<file path="config.mk">
export PLATFORM = sky130hd
export DESIGN_NAME = bacnet_ip_response_parser_core
export DESIGN_NICKNAME = d
export VERILOG_FILES = /design/src/design/bipr_pkg.sv /design/src/design/bacnet_ip_response_parser_core.sv /design/src/design/bipr_rsp_queue.sv
export SDC_FILE = /design/constraint.sdc
export NUM_CORES = 1
export LEC_CHECK = 0
export BUFFER_PORTS_ARGS = -buffer_cell sky130_fd_sc_hd__buf_2
export CORE_UTILIZATION = 40
export DETAILED_ROUTE_END_ITERATION = 10
export SYNTH_ARGS = -nofsm -noshare
export SYNTH_HDL_FRONTEND = slang
export SYNTH_SLANG_ARGS = --single-unit
</file>
<file path="constraint.sdc">
create_clock -name clock -period 7.7 [get_ports clock]
set_input_delay 1.155 -clock clock [delete_from_list [all_inputs] [get_ports clock]]
set_output_delay 1.155 -clock clock [all_outputs]
set_load 0.01 [all_outputs]
</file>
<file path="src/design/bipr_pkg.sv">
`default_nettype none

package bipr_pkg;

   // Header parse steps.
   localparam logic [3:0] PH_TYPE = 4'd0;
   localparam logic [3:0] PH_BVLC = 4'd1;
   localparam logic [3:0] PH_VER  = 4'd2;
   localparam logic [3:0] PH_CTRL = 4'd3;
   localparam logic [3:0] PH_DNET = 4'd4;
   localparam logic [3:0] PH_DLEN = 4'd5;
   localparam logic [3:0] PH_DADR = 4'd6;
   localparam logic [3:0] PH_SNET = 4'd7;
   localparam logic [3:0] PH_SLEN = 4'd8;
   localparam logic [3:0] PH_SADR = 4'd9;
   localparam logic [3:0] PH_HOP  = 4'd10;
   localparam logic [3:0] PH_APDU = 4'd11;

   // Value decoder steps.
   localparam logic [2:0] VP_SCAN = 3'd0;
   localparam logic [2:0] VP_TAG  = 3'd1;
   localparam logic [2:0] VP_DATA = 3'd2;
   localparam logic [2:0] VP_DONE = 3'd3;
   localparam logic [2:0] VP_FAIL = 3'd4;

   // Frame kinds.
   localparam logic [1:0] KIND_UNRECOGNIZED = 2'd0;
   localparam logic [1:0] KIND_IAM          = 2'd1;
   localparam logic [1:0] KIND_READ_ACK     = 2'd2;
   localparam logic [1:0] KIND_WRITE_ACK    = 2'd3;

   // Value kinds.
   localparam logic [1:0] VKIND_NONE     = 2'd0;
   localparam logic [1:0] VKIND_REAL     = 2'd1;
   localparam logic [1:0] VKIND_UNSIGNED = 2'd2;
   localparam logic [1:0] VKIND_BOOLEAN  = 2'd3;

   // Protocol bytes.
   localparam logic [7:0] BVLC_TYPE_IP      = 8'h81;
   localparam logic [7:0] NET_LAYER_VER     = 8'h01;
   localparam logic [7:0] APDU_UNCONFIRMED  = 8'h10;
   localparam logic [7:0] SERVICE_IAM       = 8'h00;
   localparam logic [7:0] IAM_OBJECT_TAG    = 8'hC4;
   localparam logic [3:0] PDU_SIMPLE_ACK    = 4'h2;
   localparam logic [3:0] PDU_COMPLEX_ACK   = 4'h3;
   localparam logic [7:0] SERVICE_READ_PROP = 8'h0C;
   localparam logic [7:0] SERVICE_WRITE_PROP = 8'h0F;
   localparam logic [7:0] OPENING_TAG_3     = 8'h3E;
   localparam logic [3:0] APP_TAG_BOOLEAN   = 4'd1;
   localparam logic [3:0] APP_TAG_UNSIGNED  = 4'd2;
   localparam logic [3:0] APP_TAG_REAL      = 4'd4;
   localparam logic [3:0] APP_TAG_ENUM      = 4'd9;
   localparam logic [9:0] OBJ_TYPE_DEV      = 10'd8;

   // Control byte flags.
   localparam int CTRL_NETWORK_MSG = 7;
   localparam int CTRL_DEST_PRESENT = 5;
   localparam int CTRL_SRC_PRESENT = 3;

   // One decoded frame result.
   typedef struct packed {
      logic [1:0]  frame_kind;
      logic [21:0] device_instance;
      logic [1:0]  value_kind;
      logic [31:0] value_bits;
   } result_type;

endpackage

`default_nettype wire

</file>
<file path="src/design/bacnet_ip_response_parser_core.sv">
`default_nettype none

// BACnet/IP response parser. Frame bytes enter on the req_ channel, one item
// per cycle, the final byte marked by req_last_byte. Each byte is decoded in
// the cycle it is accepted, and the last byte of a frame yields exactly one
// result item, passed through the result queue to rsp_; other bytes yield
// none. The throughput is one byte per clock while the queue has room: the
// header, APDU and value decoders are small state registers updated by one
// level of logic per byte. A two-entry result queue lets bytes keep flowing
// while a result waits; req_stall rises only when both queue entries are
// occupied. The expected invoke id is written through the csr_ port, which
// is always ready, and should only be changed while no frame is in progress.
module bacnet_ip_response_parser_core #(
   parameter int MAX_FRAME_BYTES = 2048
) (
   input  wire         clock,
   input  wire         reset,
   input  wire         req_valid,
   output logic        req_stall,
   input  wire  [7:0]  req_frame_byte,
   input  wire         req_last_byte,
   output logic        rsp_valid,
   input  wire         rsp_stall,
   output logic [1:0]  rsp_frame_kind,
   output logic [21:0] rsp_device_instance,
   output logic [1:0]  rsp_value_kind,
   output logic [31:0] rsp_value_bits,
   input  wire         csr_valid,
   output logic        csr_ready,
   input  wire  [7:0]  csr_expected_invoke_id
);

   localparam int IdxWidth = $clog2(MAX_FRAME_BYTES + 2);
   localparam logic [IdxWidth-1:0] MaxBytes = IdxWidth'(MAX_FRAME_BYTES);
   localparam logic [10:0] ApduPosMax = 11'd2047;

   logic [7:0]          invoke_id_ff;
   logic [IdxWidth-1:0] byte_index_ff, byte_index_in;
   logic [7:0]          npdu_control_ff, npdu_control_in;
   logic [3:0]          header_phase_ff, header_phase_in;
   logic [7:0]          skip_count_ff, skip_count_in;
   logic [10:0]         apdu_position_ff, apdu_position_in;
   logic [7:0]          apdu_type_ff, apdu_type_in;
   logic                ack_header_ok_ff, ack_header_ok_in;
   logic                frame_bad_ff, frame_bad_in;
   logic [2:0]          value_phase_ff, value_phase_in;
   logic [7:0]          value_tag_ff, value_tag_in;
   logic [2:0]          value_seen_ff, value_seen_in;
   logic [31:0]         word_acc_ff, word_acc_in;

   logic                 accept;
   logic                 queue_full;
   bipr_pkg::result_type result;
   bipr_pkg::result_type rsp_data;
   logic [7:0]           b;
   logic [3:0]           type_hi;
   logic [3:0]           tag_num;
   logic [2:0]           tag_len;
   logic [2:0]           seen_next;

   assign accept    = req_valid & ~req_stall;
   assign req_stall = queue_full;
   assign csr_ready = 1'b1;
   assign b         = req_frame_byte;

   // Configuration register.
   always_ff @(posedge clock) begin
      if (reset) begin
         invoke_id_ff <= 8'd0;
      end else if (csr_valid && csr_ready) begin
         invoke_id_ff <= csr_expected_invoke_id;
      end
   end

   // Phase that follows the source block.
   function automatic logic [3:0] after_source(input logic [7:0] ctrl);
      return ctrl[bipr_pkg::CTRL_DEST_PRESENT] ? bipr_pkg::PH_HOP : bipr_pkg::PH_APDU;
   endfunction

   // Per-byte decode of header, APDU and value.
   always_comb begin
      byte_index_in    = byte_index_ff;
      npdu_control_in  = npdu_control_ff;
      header_phase_in  = header_phase_ff;
      skip_count_in    = skip_count_ff;
      apdu_position_in = apdu_position_ff;
      apdu_type_in     = apdu_type_ff;
      ack_header_ok_in = ack_header_ok_ff;
      frame_bad_in     = frame_bad_ff;
      value_phase_in   = value_phase_ff;
      value_tag_in     = value_tag_ff;
      value_seen_in    = value_seen_ff;
      word_acc_in      = word_acc_ff;
      type_hi          = apdu_type_ff[7:4];
      tag_num          = b[7:4];
      tag_len          = b[2:0];
      seen_next        = value_seen_ff + 3'd1;

      // Frame length check, saturating one past the limit.
      if (byte_index_ff <= MaxBytes) begin
         byte_index_in = byte_index_ff + IdxWidth'(1);
      end
      if (byte_index_ff >= MaxBytes) begin
         frame_bad_in = 1'b1;
      end

      if (!frame_bad_in) begin
         unique case (header_phase_ff)
            bipr_pkg::PH_TYPE: begin
               if (b != bipr_pkg::BVLC_TYPE_IP) frame_bad_in = 1'b1;
               header_phase_in = bipr_pkg::PH_BVLC;
               skip_count_in   = 8'd3;
            end
            bipr_pkg::PH_BVLC: begin
               skip_count_in = skip_count_ff - 8'd1;
               if (skip_count_ff == 8'd1) header_phase_in = bipr_pkg::PH_VER;
            end
            bipr_pkg::PH_VER: begin
               if (b != bipr_pkg::NET_LAYER_VER) frame_bad_in = 1'b1;
               header_phase_in = bipr_pkg::PH_CTRL;
            end
            bipr_pkg::PH_CTRL: begin
               npdu_control_in = b;
               if (b[bipr_pkg::CTRL_NETWORK_MSG]) frame_bad_in = 1'b1;
               if (b[bipr_pkg::CTRL_DEST_PRESENT]) begin
                  header_phase_in = bipr_pkg::PH_DNET;
                  skip_count_in   = 8'd2;
               end else if (b[bipr_pkg::CTRL_SRC_PRESENT]) begin
                  header_phase_in = bipr_pkg::PH_SNET;
                  skip_count_in   = 8'd2;
               end else begin
                  header_phase_in = after_source(b);
               end
            end
            bipr_pkg::PH_DNET: begin
               skip_count_in = skip_count_ff - 8'd1;
               if (skip_count_ff == 8'd1) header_phase_in = bipr_pkg::PH_DLEN;
            end
            bipr_pkg::PH_DLEN, bipr_pkg::PH_DADR: begin
               // Both end the destination block once the count runs out.
               if (header_phase_ff == bipr_pkg::PH_DLEN) begin
                  skip_count_in = b;
               end else begin
                  skip_count_in = skip_count_ff - 8'd1;
               end
               if (skip_count_in == 8'd0) begin
                  if (npdu_control_ff[bipr_pkg::CTRL_SRC_PRESENT]) begin
                     header_phase_in = bipr_pkg::PH_SNET;
                     skip_count_in   = 8'd2;
                  end else begin
                     header_phase_in = after_source(npdu_control_ff);
                  end
               end else begin
                  header_phase_in = bipr_pkg::PH_DADR;
               end
            end
            bipr_pkg::PH_SNET: begin
               skip_count_in = skip_count_ff - 8'd1;
               if (skip_count_ff == 8'd1) header_phase_in = bipr_pkg::PH_SLEN;
            end
            bipr_pkg::PH_SLEN, bipr_pkg::PH_SADR: begin
               if (header_phase_ff == bipr_pkg::PH_SLEN) begin
                  skip_count_in = b;
               end else begin
                  skip_count_in = skip_count_ff - 8'd1;
               end
               if (skip_count_in == 8'd0) begin
                  header_phase_in = after_source(npdu_control_ff);
               end else begin
                  header_phase_in = bipr_pkg::PH_SADR;
               end
            end
            bipr_pkg::PH_HOP: begin
               header_phase_in = bipr_pkg::PH_APDU;
            end
            bipr_pkg::PH_APDU: begin
               // APDU header: type, invoke id or service, then choice or tag.
               if (apdu_position_ff == 11'd0) begin
                  apdu_type_in = b;
               end else if (apdu_position_ff == 11'd1) begin
                  if (apdu_type_ff == bipr_pkg::APDU_UNCONFIRMED) begin
                     ack_header_ok_in = (b == bipr_pkg::SERVICE_IAM);
                  end else if (type_hi == bipr_pkg::PDU_SIMPLE_ACK ||
                               type_hi == bipr_pkg::PDU_COMPLEX_ACK) begin
                     ack_header_ok_in = (b == invoke_id_ff);
                  end else begin
                     ack_header_ok_in = 1'b0;
                  end
               end else if (apdu_position_ff == 11'd2) begin
                  if (apdu_type_ff == bipr_pkg::APDU_UNCONFIRMED) begin
                     ack_header_ok_in = ack_header_ok_ff && (b == bipr_pkg::IAM_OBJECT_TAG);
                  end else if (type_hi == bipr_pkg::PDU_COMPLEX_ACK) begin
                     ack_header_ok_in = ack_header_ok_ff &&
                                        (b == bipr_pkg::SERVICE_READ_PROP);
                  end else if (type_hi == bipr_pkg::PDU_SIMPLE_ACK) begin
                     ack_header_ok_in = ack_header_ok_ff &&
                                        (b == bipr_pkg::SERVICE_WRITE_PROP);
                  end else begin
                     ack_header_ok_in = 1'b0;
                  end
               end else if (apdu_type_ff == bipr_pkg::APDU_UNCONFIRMED) begin
                  // Collect the four object id bytes of an I-Am.
                  if (apdu_position_ff <= 11'd6) begin
                     word_acc_in = {word_acc_ff[23:0], b};
                  end
               end else if (type_hi == bipr_pkg::PDU_COMPLEX_ACK && ack_header_ok_ff) begin
                  // Value decoder: find the opening tag, then read one value.
                  unique case (value_phase_ff)
                     bipr_pkg::VP_SCAN: begin
                        if (b == bipr_pkg::OPENING_TAG_3) value_phase_in = bipr_pkg::VP_TAG;
                     end
                     bipr_pkg::VP_TAG: begin
                        value_tag_in  = b;
                        word_acc_in   = 32'd0;
                        value_seen_in = 3'd0;
                        if (tag_num == bipr_pkg::APP_TAG_REAL && tag_len == 3'd4) begin
                           value_phase_in = bipr_pkg::VP_DATA;
                        end else if ((tag_num == bipr_pkg::APP_TAG_UNSIGNED ||
                                      tag_num == bipr_pkg::APP_TAG_ENUM) &&
                                     tag_len >= 3'd1 && tag_len <= 3'd4) begin
                           value_phase_in = bipr_pkg::VP_DATA;
                        end else if (tag_num == bipr_pkg::APP_TAG_BOOLEAN) begin
                           word_acc_in    = {31'd0, tag_len != 3'd0};
                           value_phase_in = bipr_pkg::VP_DONE;
                        end else begin
                           value_phase_in = bipr_pkg::VP_FAIL;
                        end
                     end
                     bipr_pkg::VP_DATA: begin
                        word_acc_in   = {word_acc_ff[23:0], b};
                        value_seen_in = seen_next;
                        if (seen_next >= value_tag_ff[2:0]) begin
                           value_phase_in = bipr_pkg::VP_DONE;
                        end
                     end
                     default: begin
                     end
                  endcase
               end
               if (apdu_position_ff < ApduPosMax) begin
                  apdu_position_in = apdu_position_ff + 11'd1;
               end
            end
            default: begin
               frame_bad_in = 1'b1;
            end
         endcase
      end
   end

   // Classification of the frame from the state after its last byte.
   always_comb begin
      result = '0;
      if (!frame_bad_in && header_phase_in == bipr_pkg::PH_APDU &&
          apdu_position_in != 11'd0 && ack_header_ok_in) begin
         if (apdu_type_in == bipr_pkg::APDU_UNCONFIRMED) begin
            if (apdu_position_in >= 11'd8 &&
                word_acc_in[31:22] == bipr_pkg::OBJ_TYPE_DEV) begin
               result.frame_kind      = bipr_pkg::KIND_IAM;
               result.device_instance = word_acc_in[21:0];
            end
         end else if (apdu_type_in[7:4] == bipr_pkg::PDU_COMPLEX_ACK) begin
            if (apdu_position_in >= 11'd4 && value_phase_in == bipr_pkg::VP_DONE) begin
               result.frame_kind = bipr_pkg::KIND_READ_ACK;
               result.value_bits = word_acc_in;
               if (value_tag_in[7:4] == bipr_pkg::APP_TAG_REAL) begin
                  result.value_kind = bipr_pkg::VKIND_REAL;
               end else if (value_tag_in[7:4] == bipr_pkg::APP_TAG_BOOLEAN) begin
                  result.value_kind = bipr_pkg::VKIND_BOOLEAN;
               end else begin
                  result.value_kind = bipr_pkg::VKIND_UNSIGNED;
               end
            end
         end else if (apdu_type_in[7:4] == bipr_pkg::PDU_SIMPLE_ACK) begin
            if (apdu_position_in >= 11'd3) result.frame_kind = bipr_pkg::KIND_WRITE_ACK;
         end
      end
   end

   // Frame state: updated on each item, cleared after the last byte.
   always_ff @(posedge clock) begin
      if (reset || (accept && req_last_byte)) begin
         byte_index_ff    <= '0;
         npdu_control_ff  <= 8'd0;
         header_phase_ff  <= bipr_pkg::PH_TYPE;
         skip_count_ff    <= 8'd0;
         apdu_position_ff <= 11'd0;
         apdu_type_ff     <= 8'd0;
         ack_header_ok_ff <= 1'b0;
         frame_bad_ff     <= 1'b0;
         value_phase_ff   <= bipr_pkg::VP_SCAN;
         value_tag_ff     <= 8'd0;
         value_seen_ff    <= 3'd0;
         word_acc_ff      <= 32'd0;
      end else if (accept) begin
         byte_index_ff    <= byte_index_in;
         npdu_control_ff  <= npdu_control_in;
         header_phase_ff  <= header_phase_in;
         skip_count_ff    <= skip_count_in;
         apdu_position_ff <= apdu_position_in;
         apdu_type_ff     <= apdu_type_in;
         ack_header_ok_ff <= ack_header_ok_in;
         frame_bad_ff     <= frame_bad_in;
         value_phase_ff   <= value_phase_in;
         value_tag_ff     <= value_tag_in;
         value_seen_ff    <= value_seen_in;
         word_acc_ff      <= word_acc_in;
      end
   end

   bipr_rsp_queue u_rsp_queue (
      .clock     (clock),
      .reset     (reset),
      .push      (accept & req_last_byte),
      .push_data (result),
      .full      (queue_full),
      .out_valid (rsp_valid),
      .out_stall (rsp_stall),
      .out_data  (rsp_data)
   );

   assign rsp_frame_kind      = rsp_data.frame_kind;
   assign rsp_device_instance = rsp_data.device_instance;
   assign rsp_value_kind      = rsp_data.value_kind;
   assign rsp_value_bits      = rsp_data.value_bits;

endmodule

`default_nettype wire

</file>
<file path="src/design/bipr_rsp_queue.sv">
`default_nettype none

// Two-entry result queue: a head register that drives the port and a skid
// register that catches a result while the head is stalled.
module bipr_rsp_queue (
   input  wire                  clock,
   input  wire                  reset,
   input  wire                  push,
   input  wire bipr_pkg::result_type push_data,
   output logic                 full,
   output logic                 out_valid,
   input  wire                  out_stall,
   output bipr_pkg::result_type out_data
);

   logic                 head_valid_ff, head_valid_in;
   logic                 skid_valid_ff, skid_valid_in;
   bipr_pkg::result_type head_data_ff, head_data_in;
   bipr_pkg::result_type skid_data_ff, skid_data_in;
   logic                 pop;

   assign pop = head_valid_ff & ~out_stall;

   // Drain first, then fill the first free slot.
   always_comb begin
      head_valid_in = head_valid_ff;
      skid_valid_in = skid_valid_ff;
      head_data_in  = head_data_ff;
      skid_data_in  = skid_data_ff;
      if (pop) begin
         if (skid_valid_ff) begin
            head_data_in  = skid_data_ff;
            skid_valid_in = 1'b0;
         end else begin
            head_valid_in = 1'b0;
         end
      end
      if (push) begin
         if (!head_valid_in) begin
            head_valid_in = 1'b1;
            head_data_in  = push_data;
         end else begin
            skid_valid_in = 1'b1;
            skid_data_in  = push_data;
         end
      end
   end

   always_ff @(posedge clock) begin
      if (reset) begin
         head_valid_ff <= 1'b0;
         skid_valid_ff <= 1'b0;
      end else begin
         head_valid_ff <= head_valid_in;
         skid_valid_ff <= skid_valid_in;
      end
   end

   always_ff @(posedge clock) begin
      head_data_ff <= head_data_in;
      skid_data_ff <= skid_data_in;
   end

   assign full      = skid_valid_ff;
   assign out_valid = head_valid_ff;
   assign out_data  = head_data_ff;

   // A result is never pushed into a full queue.
   assert property (@(posedge clock) disable iff (reset) push |-> !skid_valid_ff)
      else $error("result pushed into a full queue");

   // The skid slot only holds an item behind a valid head.
   assert property (@(posedge clock) disable iff (reset) skid_valid_ff |-> head_valid_ff)
      else $error("skid slot valid with empty head");

   // A lone head that drains with nothing arriving leaves the queue empty.
   assert property (@(posedge clock) disable iff (reset)
      (pop && !push && !skid_valid_ff) |=> !head_valid_ff)
      else $error("head still valid after draining");

endmodule

`default_nettype wire
</file>
# --- Word level (Yosys, flattened, before mapping) ---
# Cells that the tools add are included.
op_classes:
  n_addsub: 4
  multipliers: 0
  div: 0
  n_lt_le_gt_ge: 10
  eq_ne: 40
  shift: 0
  n_mux: 101
  n_bitwise: 10
  reduce_logical: 37
op_table:
  columns: ["operator", "n"]
  rows:
  - ["58-bit two-way mux", 5]
  - ["32-bit two-way mux", 8]
  - ["8-bit two-way mux", 21]
  - ["34-bit two-way mux", 3]
  - ["32-bit one-hot mux with 2 select lines", 1]
  - ["8-bit one-hot mux with 5 select lines", 1]
  - ["3-bit two-way mux", 12]
  - ["4-bit one-hot mux with 9 select lines", 1]
  - ["11-bit two-way mux", 3]
  - ["4-bit two-way mux", 8]
  - ["4-bit by 2-bit equality test with 1-bit output, second input constant", 7]
  - ["1-bit two-way mux", 26]
  - ["4-bit by 3-bit equality test with 1-bit output, second input constant", 6]
  - ["4-bit equality test, second input constant", 6]
  - ["8-bit zero test", 3]
  - ["23-bit two-way mux", 1]
  - ["22-bit two-way mux", 1]
  - ["9-bit AND reduction", 2]
  - ["8-bit by 4-bit equality test with 1-bit output, second input constant", 2]
  - ["8-bit by 5-bit equality test with 1-bit output, second input constant", 2]
  - ["2-bit two-way mux", 7]
  - ["1-bit logical AND", 13]
  - ["12-bit by 1-bit adder with 12-bit output, second input constant", 1]
  - ["4-bit by 1-bit equality test with 1-bit output, second input constant", 3]
  - ["other kinds (46)", 59]
totals:
  reg_bits: 223
  latch_bits: 0
  ramBits: 0
  mem_bits_ro: 0
  in_bits: 22
  out_inout_bits: 61
  elab_cells: 226
  mem_count: 0

# --- Depth between registers and ports, before layout ---
depth:
  depth_word: 22
  depth_mapped: 14
  ltp_nobuf: 10

# --- Modules after synthesis ---
# A second synthesis with hierarchy kept.
unflattened:
  hier_cells: 1247
  area_unflattened_um2: 11155.7
modules_own_cells:
  columns: ["mod", "n_inst", "cells_per_inst", "area_per_inst_um2", "seq_area_each_um2"]
  rows:
  - ["bacnet_ip_response_parser_core", 1, 853, 6538.8, 2001.9]
  - ["bipr_rsp_queue", 1, 394, 4616.9, 2942.8]

# --- Worst setup path after synthesis ---
# No wires, ideal clock.
synth_timing:
  path_type: "in2reg"
  start: "input req_valid"
  end: "register u_rsp_queue.skid_data_ff[0] (netlist bit), enable pin"
  setup_time_ns: 0.474
  arrival_ns: 3.961
  t_required_ns: 7.226
  path_slack_ns: 3.265
  path_stages: 3
  n_path_buf: 0
  cell_sequence: "nor2b_1 nand2_1 nor2_1"
synth_between:
  elab_chain_cells: 3
synth_lines:
  columns: ["item", "line_no", "rtl"]
  rows:
  - ["start: declaration", "bacnet_ip_response_parser_core.sv:18", "input wire req_valid,"]
  - ["1-bit AND", "bacnet_ip_response_parser_core.sv:61", "assign accept = req_valid & ~req_stall;"]
  - ["1-bit AND", "bacnet_ip_response_parser_core.sv:314", ".push (accept & req_last_byte),"]
  - ["2-bit AND reduction (no source line)", null, null]
  - ["end signal: assignment", "bipr_rsp_queue.sv:61", "skid_data_ff <= skid_data_in;"]
  - ["end: declaration", "bipr_rsp_queue.sv:19", "bipr_pkg::result_type skid_data_ff, skid_data_in;"]
# No other way between the ends.
# A chain may end at the register's enable or synchronous reset.

==> qor.yml <==
ir_worst_vdd_mv: 0.140
slew_viol_final: 0
synth_warnings: 0
pin_count: 83
nNetsFinal: 1259
regToRegEndpoint: "u_rsp_queue.skid_data_ff[8]$_DFFE_PP_"
finalCriticalPeriod_ps: 5660
overflow: 0
dr.pass1.iters: 5
grt_max_degree: 88
grt_pass1_vias: 8262
setup_tns_ps: 0
path_max_fanout: 34
instances_no_fill: 1584
power_density_nw_per_um2: 214
total_power_mw: 2.63
insertion_delay_ps: 530
status: "completed"
ys_ff_latch: 218
cts_hold_buf: 0
critPathCaptureType: "register"
reg2reg_depth: 8
holdPathEnd: "apdu_type_ff[3]$_SDFFE_PP0P_"
routed_wirelength_um: 27900
ant_nets: 0
min_from: "apdu_type_ff[3]$_SDFFE_PP0P_"
drt-met1-wl_um: 13000
syn_inst: 1198
cts_tree: "done"
worst_pin_slew_ps: 1260
synth_cell_type_count: 72
worst_slew_margin_rel_pct: 15.4
syn_nets: 1232
routed.top_layer: "met4"
finClkSkew_ps: 13.5
power.leakage_nw: 4.66
dp_cells: 1539
detailedRoute.firstIterationViolations: 615
ys_seq_area_share_pct: 45.4
grt_pass1_wl_um: 44700
drt-vias-per-instance: 5.64
dp_hpwl_um: 18000
core_area_um2: 26900
synth_top_cells_by_area: "dfxtp_1, edfxtp_1, nor2_1, mux2i_1, a22oi_1"
place.gp.congestion: 0.841
ff2ff_setup_slack_ps: 2040
h-tree-depth: 1
clk_pin_slew_ps: 60
hp-class: "reg -> reg"
postSynthAreaPerCell_um2: 9.10
antenna_cells: 0
rows: 60
crit_type: "reg -> reg"
final_common_cell: "nor2_1"
synthArstFlopShare_pct: 0
rsz0062_at_grt: "false"
cts_buffers: 25
cts_buffer_depth: 3
detail_route.wl_per_cell_um: 17.6
die_w_um: 167
maxCapViolations: 0
area_growth_pct: 12.7
synth_top_cell_by_area: "dfxtp_1"
vias: 8930
critPathLaunchType: "register"
ctsResizeCount: 0
start_util_pct: 40.5
synth_flop_cell: "dfxtp_1"
route.detailed.drc: 0
dr_wl_met3_um: 1280
met2_length_um: 13100
die_y_um: 167
timing.final.crit_share_pct: 73.5
synth_top_area_share_pct: 29.4
antenna_found_initial: 0
cts_root_buf: "clkbuf_16"
cts_setup_buffers: 0
hold_viol: 0
setup-violations-final: 0
crit_required_ps: 8040
synth_edf_count: 58
io_buffers: 81
hold_depth: 2
drive_above_1_share_pct: 15.6
dieArea_um2: 27900
track_usage_pct: 19.6
cp.arrival_ps: 6000
synth_area_um2: 10900
timing.rr.start: "header_phase_ff[1]$_SDFFE_PP0P_"
cts.sinks: 218
fmax_ghz: 0.177
final_cell_mix: "nor2_1, dfxtp_1, nand2_1"
## cells in the mapped netlist (4+ instances only)
master / count
nor4_1: 17
or4_4: 5
nand2_1: 93
nor2b_1: 6
nor2_1: 209
nand4b_1: 6
a31oi_1: 8
inv_1: 16
o2bb2ai_1: 7
o211ai_1: 5
buf_2: 6
o22ai_1: 11
xnor2_1: 12
ha_1: 12
dfxtp_1: 160
a21oi_1: 43
nand3_1: 25
a22oi_1: 48
nor3b_1: 6
or2_2: 7
and2_1: 7
xor2_1: 22
buf_1: 6
clkbuf_1: 74
edfxtp_1: 58
nand4_1: 21
a211oi_1: 32
mux2i_1: 55
nand3b_1: 4
nor3_1: 19
o31ai_1: 26
and3_1: 9
o21ai_0: 52
nand2b_1: 10
or3_1: 6
o2bb2ai_2: 10
mux2_2: 26
## kinds of logic (layout without fill, tap and decap cells)
kind of cell / Yosys count / in the layout / share of synthesized area [%]
and+or+nand+nor: 474 / 474 / 21.1
muxes: 81 / 81 / 7.74
DFF: 218 / 218 / 45.4
adders and majority gates: 12 / 12 / 1.38
buffers and inverters: 107 / 152 / 4.11
xor gates and xnor gates: 34 / 34 / 2.73
AOI/OAI and AO/OA: 271 / 271 / 17.6
other: 1 / 1 / 0.0344
## flip-flops by register name (all words and copies together) (netlist names)
name                      cells
skip_count_ff                 8
frame_bad_ff                  1
value_seen_ff                 3
value_phase_ff                3
u_rsp_queue.full              1
value_tag_ff                  7
header_phase_ff               4
byte_index_ff                12
apdu_position_ff             11
u_rsp_queue.out_valid         1
word_acc_ff                  32
u_rsp_queue.out_data         58
apdu_type_ff                  8
u_rsp_queue.skid_data_ff     58
invoke_id_ff                  8
npdu_control_ff               2
ack_header_ok_ff              1
## final cells by class
type / instances / area, µm²
fill: 2614 / 14600
multi-input combinational: 873 / 5540
sequential: 218 / 4940
clock buffer: 33 / 676
timing repair buffer: 91 / 480
tap: 341 / 427
clock inverter: 12 / 150
inverter: 16 / 60.1
## stage by stage
stage	hold WS, ps	setup WS (ps)	util (%)	instance area [µm²]
2_1_floorplan	432	3260	-	10900
3_3_place_gp	440	2320	42.6	11500
3_5_place_dp	448	2140	42.6	11500
4_1_cts	456	2130	45.7	12300
5_1_grt	481	1620	45.7	12300
6_report	456	2040	45.7	12300
## worst max-delay path by stage
stage / cells after the start / slack, ps / to / startpoint
CTS: 8 / 2130 / u_rsp_queue.skid_data_ff[8]$_DFFE_PP_ / header_phase_ff[1]$_SDFFE_PP0P_
floorplan: 3 / 3260 / u_rsp_queue.skid_data_ff[0]$_DFFE_PP_ / req_valid
global placement: 8 / 2320 / u_rsp_queue.skid_data_ff[29]$_DFFE_PP_ / header_phase_ff[1]$_SDFFE_PP0P_
global route: 8 / 1620 / u_rsp_queue.skid_data_ff[18]$_DFFE_PP_ / header_phase_ff[1]$_SDFFE_PP0P_
detailed placement: 8 / 2140 / u_rsp_queue.skid_data_ff[8]$_DFFE_PP_ / header_phase_ff[1]$_SDFFE_PP0P_
finish: 8 / 2040 / u_rsp_queue.skid_data_ff[8]$_DFFE_PP_ / header_phase_ff[1]$_SDFFE_PP0P_
## critical path, cell delays in order, from the launching register on
cell and delay, ps:
dfxtp_1 790, nand4b_1 410, nor2_1 760, nand3_1 350, mux2_2 350, or3_1 350, nor4_4 1070, nand4_2 1030
nor2_1 360
## routing by layer
| layer | up-vias | global-route usage [%] |
|---|---|---|
| li1 | 4420 | - |
| met1 | 4259 | 26.3 |
| met2 | 205 | 33.1 |
| met3 | 46 | 2.38 |
| met4 | 0 | 5.27 |
| met5 | - | 0 |
## report_power, final
| group | leakage (nW) | internal [mW] | switching [mW] | total (mW) |
|---|---|---|---|---|
| sequential | 1.90 | 1.19 | 0.0280 | 1.22 |
| combinational | 2.37 | 0.0708 | 0.145 | 0.215 |
| clock | 0.398 | 0.720 | 0.478 | 1.20 |
| total | 4.66 | 1.98 | 0.651 | 2.63 |
Power figures use the tool's default switching activity.
